`config.mk`:
```
export PLATFORM = sky130hd
export DESIGN_NAME = signed_temp_to_seven_segment
export DESIGN_NICKNAME = d
export VERILOG_FILES = /design/src/rtl/st7s_pkg.sv /design/src/rtl/st7s_front.sv /design/src/rtl/st7s_queue.sv /design/src/rtl/st7s_back.sv /design/src/rtl/signed_temp_to_seven_segment.sv
export SDC_FILE = /design/constraint.sdc
export NUM_CORES = 1
export LEC_CHECK = 0
export BUFFER_PORTS_ARGS = -buffer_cell sky130_fd_sc_hd__clkbuf_2
export CAP_MARGIN = 20
export CORE_ASPECT_RATIO = 0.5
export CORE_MARGIN = 3
export CORE_UTILIZATION = 59
export DETAILED_ROUTE_END_ITERATION = 16
export PLACE_DENSITY = 0.78
export REMOVE_ABC_BUFFERS = 1
export SYNTH_ARGS = -nofsm -noshare
export SYNTH_HDL_FRONTEND = slang
export SYNTH_SLANG_ARGS = --single-unit
```
`constraint.sdc`:
```
create_clock -name clk -period 13.19 [get_ports clk]
set_input_delay 2.638 -clock clk [delete_from_list [all_inputs] [get_ports clk]]
set_output_delay 2.638 -clock clk [all_outputs]
set_load 0.05 [all_outputs]
```
`src/rtl/st7s_pkg.sv`:
```
// ----------------------------------------------------------------------------
// st7s_pkg
// Shared types, constants and look-up functions for the signed temperature
// to seven-segment display block.
// ----------------------------------------------------------------------------
`default_nettype none

package st7s_pkg;

    // Segment codes (a to g on bits 0 to 6)
    localparam logic [7:0] SEG_MINUS = 8'h40;

    // Range of the display: magnitudes at or above this give no transfers
    localparam int unsigned MAG_LIMIT = 1000;

    // Digit counts of a decoded value
    localparam logic [1:0] NDIG_ONE   = 2'd1;
    localparam logic [1:0] NDIG_TWO   = 2'd2;
    localparam logic [1:0] NDIG_THREE = 2'd3;

    // Display positions
    localparam logic [1:0] POS_LEFT   = 2'd0;
    localparam logic [1:0] POS_HUND   = 2'd1;
    localparam logic [1:0] POS_TENS   = 2'd2;
    localparam logic [1:0] POS_UNITS  = 2'd3;

    // One decoded value, passed from the front end to the back end
    typedef struct packed {
        logic       neg;
        logic [1:0] ndig;
        logic [3:0] hund;
        logic [3:0] tens;
        logic [3:0] units;
    } st7s_entry_t;

    // Decimal digit to segment byte
    function automatic logic [7:0] digit_segments(input logic [3:0] digit);
        logic [7:0] seg;
        case (digit)
            4'd0:    seg = 8'h3F;
            4'd1:    seg = 8'h06;
            4'd2:    seg = 8'h5B;
            4'd3:    seg = 8'h4F;
            4'd4:    seg = 8'h66;
            4'd5:    seg = 8'h6D;
            4'd6:    seg = 8'h7D;
            4'd7:    seg = 8'h07;
            4'd8:    seg = 8'h7F;
            4'd9:    seg = 8'h6F;
            default: seg = 8'h00;
        endcase
        return seg;
    endfunction

    // Position to active-low cathode select byte
    function automatic logic [7:0] position_cathodes(input logic [1:0] pos);
        logic [7:0] cat;
        case (pos)
            POS_LEFT:  cat = 8'h7F;
            POS_HUND:  cat = 8'hBF;
            POS_TENS:  cat = 8'hDF;
            POS_UNITS: cat = 8'hEF;
            default:   cat = 8'hFF;
        endcase
        return cat;
    endfunction

endpackage

`default_nettype wire

```
`src/rtl/st7s_front.sv`:
```
// ----------------------------------------------------------------------------
// st7s_front
// Front end: takes sensor words, forms the whole-degree magnitude, drops
// values outside the display range and splits the rest into decimal digits.
// ----------------------------------------------------------------------------
`default_nettype none

module st7s_front
    import st7s_pkg::*;
(
    input  wire logic              clk,
    input  wire logic              rst_n,
    input  wire logic              temp_valid,
    output logic                   temp_stall,
    input  wire logic signed [15:0] raw_temp,
    output logic                   push,
    output st7s_entry_t            push_entry,
    input  wire logic              q_full
);

    logic        s1_valid_reg;
    logic        s1_valid_next;
    logic        s1_neg_reg;
    logic [11:0] s1_mag_reg;

    logic [11:0] whole;
    logic [11:0] mag_in;
    logic        drop;
    logic        advance;
    logic        take;
    logic [9:0]  mag10;
    logic [15:0] hund_prod;
    logic [3:0]  hund;
    logic [9:0]  hund_x100;
    logic [6:0]  rem;
    logic [13:0] tens_prod;
    logic [3:0]  tens;
    logic [6:0]  tens_x10;
    logic [3:0]  units;

    // Whole degrees: arithmetic shift by four, then magnitude
    assign whole  = raw_temp[15:4];
    assign mag_in = raw_temp[15] ? (12'd0 - whole) : whole;

    // Stage handshake
    assign drop       = (s1_mag_reg >= 12'(MAG_LIMIT));
    assign advance    = s1_valid_reg && (drop || !q_full);
    assign temp_stall = s1_valid_reg && !advance;
    assign take       = temp_valid && !temp_stall;

    always_comb
    begin
        s1_valid_next = s1_valid_reg;
        if (take)
            s1_valid_next = 1'b1;
        else if (advance)
            s1_valid_next = 1'b0;
    end

    always_ff @(posedge clk or negedge rst_n)
    begin
        if (!rst_n)
            s1_valid_reg <= 1'b0;
        else
            s1_valid_reg <= s1_valid_next;
    end

    always_ff @(posedge clk)
    begin
        if (take)
        begin
            s1_neg_reg <= raw_temp[15];
            s1_mag_reg <= mag_in;
        end
    end

    // Decimal split: reciprocal multiplies, exact below 1000
    assign mag10     = s1_mag_reg[9:0];
    assign hund_prod = 16'(mag10) * 16'd41;
    assign hund      = hund_prod[15:12];
    assign hund_x100 = 10'(hund) * 10'd100;
    assign rem       = 7'(mag10 - hund_x100);
    assign tens_prod = 14'(rem) * 14'd103;
    assign tens      = tens_prod[13:10];
    assign tens_x10  = 7'(tens) * 7'd10;
    assign units     = 4'(rem - tens_x10);

    // Queue write
    assign push            = s1_valid_reg && !drop && !q_full;
    assign push_entry.neg  = s1_neg_reg;
    assign push_entry.ndig = (mag10 < 10'd10)  ? NDIG_ONE :
                             (mag10 < 10'd100) ? NDIG_TWO : NDIG_THREE;
    assign push_entry.hund  = hund;
    assign push_entry.tens  = tens;
    assign push_entry.units = units;

endmodule

`default_nettype wire

```
`src/rtl/st7s_queue.sv`:
```
// ----------------------------------------------------------------------------
// st7s_queue
// Short first-in first-out queue of decoded values between front and back.
// ----------------------------------------------------------------------------
`default_nettype none

module st7s_queue
    import st7s_pkg::*;
#(
    parameter int DEPTH = 2
)
(
    input  wire logic        clk,
    input  wire logic        rst_n,
    input  wire logic        push,
    input  wire st7s_entry_t push_entry,
    output logic             full,
    input  wire logic        pop,
    output st7s_entry_t      head,
    output logic             empty
);

    localparam int PTR_W = (DEPTH > 1) ? $clog2(DEPTH) : 1;
    localparam int CNT_W = $clog2(DEPTH + 1);
    localparam logic [PTR_W-1:0] PTR_LAST = PTR_W'(DEPTH - 1);

    st7s_entry_t      slot_reg [DEPTH];
    logic [PTR_W-1:0] wr_ptr_reg;
    logic [PTR_W-1:0] wr_ptr_next;
    logic [PTR_W-1:0] rd_ptr_reg;
    logic [PTR_W-1:0] rd_ptr_next;
    logic [CNT_W-1:0] count_reg;
    logic [CNT_W-1:0] count_next;

    assign full  = (count_reg == CNT_W'(DEPTH));
    assign empty = (count_reg == '0);
    assign head  = slot_reg[rd_ptr_reg];

    // Pointer and fill count updates
    always_comb
    begin
        wr_ptr_next = wr_ptr_reg;
        rd_ptr_next = rd_ptr_reg;
        count_next  = count_reg;
        if (push)
            wr_ptr_next = (wr_ptr_reg == PTR_LAST) ? '0 : wr_ptr_reg + 1'b1;
        if (pop)
            rd_ptr_next = (rd_ptr_reg == PTR_LAST) ? '0 : rd_ptr_reg + 1'b1;
        if (push && !pop)
            count_next = count_reg + 1'b1;
        else if (pop && !push)
            count_next = count_reg - 1'b1;
    end

    always_ff @(posedge clk or negedge rst_n)
    begin
        if (!rst_n)
        begin
            wr_ptr_reg <= '0;
            rd_ptr_reg <= '0;
            count_reg  <= '0;
        end
        else
        begin
            wr_ptr_reg <= wr_ptr_next;
            rd_ptr_reg <= rd_ptr_next;
            count_reg  <= count_next;
        end
    end

    // Storage
    always_ff @(posedge clk)
    begin
        if (push)
            slot_reg[wr_ptr_reg] <= push_entry;
    end

endmodule

`default_nettype wire

```
`src/rtl/st7s_back.sv`:
```
// ----------------------------------------------------------------------------
// st7s_back
// Back end: steps through the lit positions of one decoded value and drives
// one display transfer per cycle through an output register while not stalled.
// ----------------------------------------------------------------------------
`default_nettype none

module st7s_back
    import st7s_pkg::*;
(
    input  wire logic        clk,
    input  wire logic        rst_n,
    input  wire st7s_entry_t head,
    input  wire logic        empty,
    output logic             pop,
    output logic             disp_valid,
    input  wire logic        disp_stall,
    output logic [1:0]       position,
    output logic [7:0]       cathode_pattern,
    output logic [7:0]       segment_pattern,
    output logic             last
);

    st7s_entry_t cur_reg;
    logic        busy_reg;
    logic        busy_next;
    logic [1:0]  idx_reg;
    logic [1:0]  idx_next;
    logic        out_valid_reg;
    logic        out_valid_next;
    logic [1:0]  pos_reg;
    logic [7:0]  seg_reg;
    logic        last_reg;

    logic        load_out;
    logic        emit;
    logic [2:0]  count;
    logic [1:0]  pos;
    logic [3:0]  digit;
    logic [7:0]  seg;
    logic        is_last;

    // Result for the current step
    always_comb
    begin
        count   = 3'(cur_reg.ndig) + 3'(cur_reg.neg);
        is_last = (3'(idx_reg) == count - 3'd1);
        if (!cur_reg.neg && cur_reg.ndig == NDIG_TWO)
            pos = (idx_reg == 2'd0) ? POS_UNITS : POS_TENS;
        else
            pos = 2'(3'd4 - count + 3'(idx_reg));
        case (pos)
            POS_HUND:  digit = cur_reg.hund;
            POS_TENS:  digit = cur_reg.tens;
            default:   digit = cur_reg.units;
        endcase
        if (cur_reg.neg && idx_reg == 2'd0)
            seg = SEG_MINUS;
        else
            seg = digit_segments(digit);
    end

    // Sequencer control
    assign load_out = !out_valid_reg || !disp_stall;
    assign emit     = busy_reg && load_out;
    assign pop      = !empty && (!busy_reg || (emit && is_last));

    always_comb
    begin
        busy_next      = busy_reg;
        idx_next       = idx_reg;
        out_valid_next = out_valid_reg;
        if (load_out)
            out_valid_next = emit;
        if (pop)
        begin
            busy_next = 1'b1;
            idx_next  = 2'd0;
        end
        else if (emit)
        begin
            if (is_last)
                busy_next = 1'b0;
            else
                idx_next = idx_reg + 2'd1;
        end
    end

    always_ff @(posedge clk or negedge rst_n)
    begin
        if (!rst_n)
        begin
            busy_reg      <= 1'b0;
            idx_reg       <= 2'd0;
            out_valid_reg <= 1'b0;
        end
        else
        begin
            busy_reg      <= busy_next;
            idx_reg       <= idx_next;
            out_valid_reg <= out_valid_next;
        end
    end

    // Payload registers
    always_ff @(posedge clk)
    begin
        if (pop)
            cur_reg <= head;
        if (emit)
        begin
            pos_reg  <= pos;
            seg_reg  <= seg;
            last_reg <= is_last;
        end
    end

    assign disp_valid      = out_valid_reg;
    assign position        = pos_reg;
    assign cathode_pattern = position_cathodes(pos_reg);
    assign segment_pattern = seg_reg;
    assign last            = last_reg;

endmodule

`default_nettype wire

```
`src/rtl/signed_temp_to_seven_segment.sv`:
```
// ----------------------------------------------------------------------------
// signed_temp_to_seven_segment
// Converts a signed 1/16-degree sensor word to the lit positions of a
// four-digit seven-segment display, one transfer per position.
// ----------------------------------------------------------------------------
// Channel   Direction  Handshake               Payload
// temp      in         temp_valid/temp_stall   raw_temp[15:0] signed
// disp      out        disp_valid/disp_stall   position, cathode_pattern,
//                                              segment_pattern, last
//
// A word passes through the front register, a queue slot, the sequencer's
// current-value register and the output register before its first display
// transfer is offered; it gives one to four transfers, one per cycle while the
// display does not stall, and the next word is taken up with the last of them.
// Words out of the display range leave the front end with no transfers.
// Reset clears the front register, the queue and the sequencer at once.
// A stalled display holds its transfer; the queue lets the front keep going until it is full.
// ----------------------------------------------------------------------------
`default_nettype none

module signed_temp_to_seven_segment
    import st7s_pkg::*;
#(
    parameter int QUEUE_DEPTH = 2
)
(
    input  wire logic               clk,
    input  wire logic               rst_n,
    input  wire logic               temp_valid,
    output logic                    temp_stall,
    input  wire logic signed [15:0] raw_temp,
    output logic                    disp_valid,
    input  wire logic               disp_stall,
    output logic [1:0]              position,
    output logic [7:0]              cathode_pattern,
    output logic [7:0]              segment_pattern,
    output logic                    last
);

    st7s_entry_t push_entry;
    st7s_entry_t head;
    logic        push;
    logic        pop;
    logic        q_full;
    logic        q_empty;

    st7s_front u_front (
        .clk        (clk),
        .rst_n      (rst_n),
        .temp_valid (temp_valid),
        .temp_stall (temp_stall),
        .raw_temp   (raw_temp),
        .push       (push),
        .push_entry (push_entry),
        .q_full     (q_full)
    );

    st7s_queue #(
        .DEPTH (QUEUE_DEPTH)
    ) u_queue (
        .clk        (clk),
        .rst_n      (rst_n),
        .push       (push),
        .push_entry (push_entry),
        .full       (q_full),
        .pop        (pop),
        .head       (head),
        .empty      (q_empty)
    );

    st7s_back u_back (
        .clk             (clk),
        .rst_n           (rst_n),
        .head            (head),
        .empty           (q_empty),
        .pop             (pop),
        .disp_valid      (disp_valid),
        .disp_stall      (disp_stall),
        .position        (position),
        .cathode_pattern (cathode_pattern),
        .segment_pattern (segment_pattern),
        .last            (last)
    );

endmodule

`default_nettype wire

```
==> results.json, run 1 <==
{
  "rr_worst_depth": 31,
  "post-dp-hpwl_um": 6950,
  "synth.top_cell.area_share_pct": 38.1,
  "timing.final.ws_setup_ns": 4.58,
  "rsz0062_at_grt": "false",
  "cts_repair_resize_count": 0,
  "gr-total-overflow": 0,
  "ctsHoldBuffers": 0,
  "dp.cells": 585,
  "max_freq_mhz": 116,
  "hold_path_end": "u_queue.wr_ptr_reg",
  "status": "completed",
  "fp.coreArea_mm2": 0.00840,
  "drt-initial-drc-count": 99,
  "start_util_pct": 63.8,
  "cp_max_fo": 10,
  "gp_congestion": 0.842,
  "slew_violations": 0,
  "reg2reg_to": "u_queue.slot_reg[1][3]",
  "hold_path.class": "flip-flop to flip-flop",
  "reg2reg_from": "u_front.s1_mag_reg[4]",
  "fin_nets": 609,
  "cpMaxStageDelayCell": "edfxtp_1",
  "grt_pass1_vias": 3367,
  "ys_ff_latch": 77,
  "pre_cts_ws_ns": 4.56,
  "cp.arrival_ns": 8.67,
  "antenna_cells": 0,
  "antenna_left": 0,
  "setup_violations": 0,
  "synth_largest_area_cell": "edfxtp_1",
  "port_buffers": 31,
  "startpoint": "u_front.s1_mag_reg[4]",
  "ys_async_sr_fraction_pct": 11.7,
  "endpoint_kind": "flip-flop",
  "min_period_ns": 8.61,
  "setup_tns_ns": 0,
  "grt_max_degree": 17,
  "rows": 23,
  "postSynthCellCount": 449,
  "synthTopCellsByArea": "edfxtp_1 (38%), ha_1 (21%), fa_1 (5.2%), inv_1 (4.6%), dfrtp_1 (4.2%)",
  "slowest_delay_ns": 0.57,
  "cts_tree": "done",
  "cts_root_buffer": "clkbuf_16",
  "largest_reg_flops": 30,
  "grt_pass1_wl_um": 15100,
  "drv_cap": 0,
  "die_area_mm2": 0.0103,
  "layout_common_cells": "ha_1 (91), edfxtp_1 (68), inv_1 (65), clkbuf_2 (31), xnor2_1 (25)",
  "via_count": 3243,
  "hp-start": "u_queue.wr_ptr_reg",
  "post-cts-setup-buffers": 0,
  "final-hold-violation-count": 0,
  "post_drt_wl_per_cell_um": 14.5,
  "period_share_pct": 65.3,
  "post-route-drc-count": 0,
  "finalClockSkew_ns": 0.00601,
  "htreeDepth": 3,
  "worst_slew_pin_slew_ns": 0.693,
  "yosysWarnings": 0,
  "via_per_inst": 5.40,
  "avgSynthCellArea_um2": 11.9,
  "dr.pass1.iters": 5,
  "start_kind": "flip-flop",
  "cts_sinks": 77,
  "die_h_um": 73.4,
  "synth_seq_area_share_pct": 42.3,
  "synth_edf_count": 68,
  "synth_ff_type": "edfxtp_1",
  "clkLatencyLatePin_ns": 0.33,
  "final_cells": 601,
  "relSlewSlack_pct": 53.8,
  "grtUsageTotal_pct": 18.8,
  "routed_wl_um": 8740,
  "crit_path_frequent_cell": "ha_1",
  "cts_inserted_buffers": 9,
  "syn-cell-area_mm2": 0.00536,
  "crit_required_ns": 13.26,
  "drive_gt1_share_pct": 14.7,
  "clk_pin_slew_ns": 0.06,
  "critPathKind": "flip-flop to flip-flop",
  "min_path_cells": 1,
  "ys_types": 53,
  "rrSetupSlack_ns": 4.58,
  "area_growth_pct": 9.89,
  "fp.dieW_um": 141,
  "antenna_found_initial": 0,
  "io_pins": 41,
  "cts_buffer_depth": 2,
  "final_common_cell": "ha_1"
}
## synth_stat cells, drive strengths merged (3+ instances only)
library cell   n
inv           65
nand3          7
fa            14
or3            3
and2           6
nor2          11
buf            5
ha            91
nand2b        11
mux2          15
a21oi         17
a21o           4
nand2         16
o211ai         4
dfrtp          9
xnor2         26
a22oi          4
edfxtp        68
clkbuf         6
nand3b         3
xor2           9
a31oi          3
o21ai         18
## how the worst max path moves through the flow
| stage | end | slack [ns] |
|---|---|---|
| after floorplan | u_queue.slot_reg[0][3] | 5.47 |
| after global placement | u_queue.slot_reg[0][3] | 4.81 |
| after detailed placement | u_queue.slot_reg[1][3] | 4.56 |
| after CTS | u_queue.slot_reg[1][3] | 4.55 |
| after global routing | u_queue.slot_reg[1][3] | 3.97 |
| final | u_queue.slot_reg[1][3] | 4.58 |
## cell families after synthesis
family	share of synthesized area, %
DFF	42.3
xor gates and xnor gates	6.72
muxes	3.34
buffers and inverters	5.67
and+or+nand+nor	6.84
AOI/OAI and AO/OA	8.35
adders and majority gates	26.7
other	0.140
## per-stage QoR
stage / cell area (µm²) / utilization, % / hold WS (ns)
2_1_floorplan: 5310 / - / 0.421
3_3_place_gp: 5620 / 66.8 / 0.477
3_5_place_dp: 5620 / 66.8 / 0.493
4_1_cts: 5890 / 70.1 / 0.505
5_1_grt: 5890 / 70.1 / 0.533
6_report: 5890 / 70.1 / 0.504
## layer usage
layer / track usage (%) / vias up / share of wire (%)
li1: - / 1642 / -
met4: 6.23 / 0 / 0.58
met2: 33.1 / 76 / 48
met1: 23.1 / 1521 / 46
met5: 0 / - / 0
met3: 4.81 / 4 / 5.2
## area by class of cell
| class | count | area, µm² |
|---|---|---|
| fillers | 581 | 2510 |
| clock buffers | 9 | 225 |
| flip-flops and latches | 77 | 2270 |
| multi-input cells | 299 | 2800 |
| clock inverters | 7 | 51.3 |
| inverters | 65 | 244 |
| well taps | 112 | 140 |
| repair buffers | 32 | 163 |
## worst max-delay path: cells and delay by family, from the launching register on
family,cells,cell delay (ns)
DFF,1,0.57
AOI/OAI and AO/OA,9,1.86
adders and majority gates,13,4.67
buffers and inverters,3,0.17
and+or+nand+nor,1,0.07
xor gates and xnor gates,5,0.98
Power of run 1 is left out: the tool's default activity adds up to more than one toggle a clock period on the data nets, which glitch-free logic cannot reach.
==> inputs of run 2 (changes only) <==
CORE_UTILIZATION = 55   (was 59)
PLACE_DENSITY = 0.77   (was 0.78)
clock period = 7.1 ns   (was 13.19 ns; I/O delays follow)
==> run 2 against run 1 <==
  * The run now ends with negative setup slack left
  * Count of clock-buffer cells in the layout rose by 1
  * Routed wire length increased by 19%
  * Final cell count rose by 13%
  * Hold slack is essentially flat
  * Global-route usage barely moved
  * Maximum frequency grew 12%
  * Sequential share of layout area shrank 4.9 points
  * Critical path type unchanged
  * Critical endpoint unchanged
==> results.json, run 2 (synthesized netlist as in run 1, its figures left out) <==
{
  "period_share_pct": 108,
  "pre_cts_ws_ns": -0.791,
  "post-dp-hpwl_um": 6840,
  "rows": 24,
  "max_freq_mhz": 130,
  "drv_cap": 0,
  "port_buffers": 31,
  "dr.pass1.iters": 4,
  "via_per_inst": 5.23,
  "routed_wl_um": 10400,
  "fin_nets": 668,
  "antenna_left": 0,
  "reg2reg_to": "u_queue.slot_reg[1][3]",
  "crit_required_ns": 7.17,
  "final_common_cell": "ha_1",
  "htreeDepth": 3,
  "final-hold-violation-count": 0,
  "rrSetupSlack_ns": -0.57,
  "hold_ws_ns": 0.504,
  "grt_max_degree": 17,
  "final_cells": 678,
  "status": "finished with violations",
  "area_growth_pct": 25.9,
  "ctsHoldBuffers": 0,
  "cp_max_fo": 3,
  "min_period_ns": 7.67,
  "fp.dieW_um": 146,
  "start_util_pct": 58.9,
  "grt_pass1_vias": 3476,
  "hold_path.class": "flip-flop to flip-flop",
  "start_kind": "flip-flop",
  "clkLatencyLatePin_ns": 0.34,
  "finalClockSkew_ns": 0.00661,
  "via_count": 3543,
  "post_drt_wl_per_cell_um": 15.4,
  "drt-initial-drc-count": 148,
  "slew_violations": 0,
  "cpMaxStageDelayCell": "fa_1",
  "critPathKind": "flip-flop to flip-flop",
  "gr-total-overflow": 0,
  "antenna_found_initial": 0,
  "worst_slew_pin_slew_ns": 0.687,
  "cts_sinks": 77,
  "setup_violations": 4,
  "crit_path_frequent_cell": "ha_4",
  "violations": "negative setup slack",
  "cts_tree": "done",
  "rsz0062_at_grt": "true",
  "timing.final.ws_setup_ns": -0.572,
  "cts_root_buffer": "clkbuf_16",
  "cts_inserted_buffers": 9,
  "rr_worst_depth": 31,
  "hold_path_end": "u_queue.wr_ptr_reg",
  "relSlewSlack_pct": 54.2,
  "fin_util_pct": 74.2,
  "hp-start": "u_queue.wr_ptr_reg",
  "largest_reg_flops": 30,
  "grt_pass1_wl_um": 16100,
  "min_path_cells": 1,
  "dp.cells": 650,
  "grtUsageTotal_pct": 18.8,
  "die_area_mm2": 0.0110,
  "gp_congestion": 0.817,
  "startpoint": "u_front.s1_mag_reg[4]",
  "post-route-drc-count": 0,
  "clk_pin_slew_ns": 0.06,
  "fp.coreArea_mm2": 0.00910,
  "drive_gt1_share_pct": 33.2,
  "reg2reg_from": "u_front.s1_mag_reg[4]",
  "die_h_um": 75.8,
  "cp.arrival_ns": 7.74,
  "endpoint_kind": "flip-flop",
  "layout_common_cells": "ha_1 (73), edfxtp_1 (68), inv_1 (59), buf_4 (58), clkbuf_2 (31)",
  "antenna_cells": 0,
  "cts_buffer_depth": 2,
  "io_pins": 41,
  "slowest_delay_ns": 0.57
}
run 2: cell types whose count changed in the layout (fill, tap and decap cells not counted), sizes merged:
cell	previous run	this run
buf	1	60
clkinvlp	3	1
clkinv	3	4
clkbuf	40	41
run 2: final cells by class:
cell class / count / area (µm²)
multi-input combinational: 299 / 3200
clock inverter: 6 / 40.0
sequential: 77 / 2270
tap: 130 / 163
inverter: 65 / 244
timing repair buffer: 91 / 613
clock buffer: 10 / 229
fill: 558 / 2350
run 2: worst max path at each step:
stage                                        end
after floorplan           u_queue.slot_reg[0][3]
after global routing      u_queue.slot_reg[1][3]
after CTS                 u_queue.slot_reg[0][3]
final                     u_queue.slot_reg[1][3]
after detailed placement  u_queue.slot_reg[0][3]
after global placement    u_queue.slot_reg[0][3]
run 2: per-stage QoR:
step | area (µm²) | TNS [ns]
floorplan | 5310 | -1.98
global placement | 5990 | -2.90
detailed placement | 5990 | -3.43
CTS | 6490 | -1.25
global route | 6750 | -2.80
finish | 6750 | -1.63
run 2: per-layer routing:
metal  global-route usage (%)  up-vias  part of all wire (%)
li1                         -     1759                     -
met2                     34.9       84                    49
met4                     6.94        0                   3.3
met1                     22.0     1664                    43
met3                     4.52       36                   4.7
met5                        0        -                     0
run 2: worst max-delay path: cells and delay by family, from the launching register on:
kind	cells	cell delay (ns)
adder cells (fa/ha/maj)	13	4.34
AND/OR/NAND/NOR	2	0.25
XOR/XNOR	5	0.93
buffers and inverters	3	0.13
flip-flops	1	0.50
AO/OA/AOI/OAI	8	1.26
run 2: what timing repair did:
action / CTS / global route
endpoints found under the setup margin: 14 / 14
pin swaps: 47 / 28
buffers inserted: 6 / 7
gates resized for setup: 29 / 32
Power of run 2 is left out for the same reason.
==> inputs of run 3 (changes only) <==
ABC_AREA = 1   (was default)
CORE_UTILIZATION = 56   (was 55)
PLACE_DENSITY = 0.78   (was 0.77)
==> run 3 against run 2 <==
  * The flow still finishes with violations (negative setup slack)
  * Register-to-register slack worse by 0.04 ns
  * Utilization increased by 3.2 points
  * Global-route usage grew 6.3 points
  * Largest cell class unchanged
  * Clock skew increased by 0.0027 ns
  * Flip-flop and latch count unchanged
  * Hold slack worse by 0.0079 ns
  * Worst setup slack got worse by 0.038 ns
==> results.json, run 3 <==
{
  "clkLatencyLatePin_ns": 0.35,
  "rows": 25,
  "gr-total-overflow": 0,
  "drv_cap": 0,
  "ys_types": 37,
  "finalClockSkew_ns": 0.00933,
  "grt_max_degree": 17,
  "yosysWarnings": 0,
  "grt_pass1_vias": 4787,
  "largest_reg_flops": 30,
  "max_freq_mhz": 130,
  "port_buffers": 31,
  "final-hold-violation-count": 0,
  "startpoint": "u_front.s1_mag_reg[6]",
  "design_area_mm2": 0.00748,
  "cts_tree": "done",
  "htreeDepth": 3,
  "via_per_inst": 5.98,
  "syn-cell-area_mm2": 0.00568,
  "pre_cts_ws_ns": -0.725,
  "start_kind": "flip-flop",
  "fin_nets": 862,
  "status": "finished with violations",
  "reg2reg_from": "u_front.s1_mag_reg[6]",
  "slew_violations": 0,
  "fillers": 506,
  "hp-start": "u_back.disp_valid",
  "min_period_ns": 7.71,
  "grtUsageTotal_pct": 25.1,
  "synth.most_common_cell": "nand2_1",
  "synth.top_cell.area_share_pct": 36.0,
  "relSlewSlack_pct": 51.5,
  "ys_async_sr_fraction_pct": 11.7,
  "multi_input_area_mm2": 0.00349,
  "endpoint_kind": "flip-flop",
  "clk_pin_slew_ns": 0.06,
  "layout_common_cells": "nand2_1 (120), inv_1 (90), buf_4 (83), edfxtp_1 (68), ha_1 (65)",
  "slowest_delay_ns": 0.58,
  "via_count": 5241,
  "synth_common_cells": "nand2_1 (146), inv_1 (104), ha_1 (91)",
  "regArea_mm2": 0.00227,
  "die_h_um": 77.2,
  "dr.pass1.iters": 6,
  "antenna_found_initial": 0,
  "violations": "negative setup slack",
  "grt_pass1_wl_um": 22500,
  "critPathKind": "flip-flop to flip-flop",
  "hold_ws_ns": 0.496,
  "cpMaxStageDelayCell": "fa_1",
  "hold_path.class": "flip-flop to flip-flop",
  "io_pins": 41,
  "synth_largest_area_cell": "edfxtp_1",
  "avgSynthCellArea_um2": 9.26,
  "crit_required_ns": 7.21,
  "postSynthCellCount": 613,
  "post-route-drc-count": 0,
  "antenna_left": 0,
  "area_growth_pct": 31.7,
  "cp_max_fo": 4,
  "post-dp-hpwl_um": 8260,
  "gp_congestion": 0.871,
  "crit_path_frequent_cell": "ha_4",
  "fp.dieW_um": 148,
  "start_util_pct": 58.8,
  "synth_edf_count": 68,
  "drt-initial-drc-count": 496,
  "setup_tns_ns": -1.91,
  "synthTopCellsByArea": "edfxtp_1 (36%), ha_1 (20%), nand2_1 (9.6%), inv_1 (6.9%), fa_1 (4.9%)",
  "dpl_cell_area_mm2": 0.00636,
  "cts_sinks": 77,
  "setup_violations": 8,
  "routed_wl_um": 16900,
  "period_share_pct": 109,
  "worst_slew_pin_slew_ns": 0.725,
  "cp.arrival_ns": 7.82,
  "timing.final.ws_setup_ns": -0.610,
  "cts_inserted_buffers": 9,
  "synth_seq_area_share_pct": 39.9,
  "synth_ff_type": "edfxtp_1",
  "drive_gt1_share_pct": 32.3,
  "final_common_cell": "nand2_1",
  "post_drt_wl_per_cell_um": 19.2,
  "die_area_mm2": 0.0115,
  "ys_ff_latch": 77,
  "rsz0062_at_grt": "true",
  "cts_buffer_depth": 2,
  "fp.coreArea_mm2": 0.00967,
  "cts_root_buffer": "clkbuf_16"
}
## run 3: repair_timing
item	CTS	global route
resized for setup	44	56
buffers inserted	21	13
hold buffers	0	0
pin swaps	43	35
setup endpoints to repair	4	12
## run 3: cell type report
| type | count | area share [%] |
|---|---|---|
| inverters | 110 | 5.55 |
| clock inverters | 5 | 1.14 |
| flip-flops and latches | 77 | 30.3 |
| clock buffers | 10 | 3.06 |
| multi-input cells | 421 | 46.6 |
| diodes | 1 | 0.0335 |
| well taps | 135 | 2.26 |
| repair buffers | 118 | 11.0 |
## run 3: kinds of logic (layout without fill, tap and decap cells)
logic type               Yosys count  in the layout  synth area share, %
other                              2              6                0.132
flip-flops                        77             77                 39.9
XOR/XNOR                          24             24                 3.70
adder cells (fa/ha/maj)          105            105                 25.0
AND/OR/NAND/NOR                  232            232                 17.6
buffers and inverters            118            243                 8.13
AO/OA/AOI/OAI                     55             55                 5.55
## run 3: worst max-delay path: cells and delay by family, from the launching register on
kind                       cells  cell delay, ns
buffers and inverters          9            0.61
and+or+nand+nor               19            1.96
adders and majority gates     13            4.30
xor gates and xnor gates       1            0.17
DFF                            1            0.42
## run 3: per-stage QoR
stage | util [%] | std cells
detailed placement | 65.8 | 827
floorplan | - | 608
global placement | 65.8 | 827
CTS | 73.8 | 863
global route | 77.4 | 876
finish | 77.4 | 877
## run 3: per-layer routing
layer	up-vias	track usage [%]	part of all wire [%]
met3	168	7.38	10
met2	447	43.5	45
met5	-	0	0
met1	2388	28.7	37
li1	2238	-	-
met4	0	12.0	7.5
## run 3: worst paths after layout
check,slack [ns],to,cells after the start
worst min register to register,0.50,u_back.disp_valid,2
max in group asynchronous,5.96,u_queue.count_reg[0],1
worst max register to register,-0.61,u_queue.slot_reg[0][3],42
worst min-delay path,0.50,u_back.disp_valid,2
worst max-delay path,-0.61,u_queue.slot_reg[0][3],42
min in group asynchronous,0.93,u_front.s1_valid_reg,1
Power of run 3 is left out for the same reason.
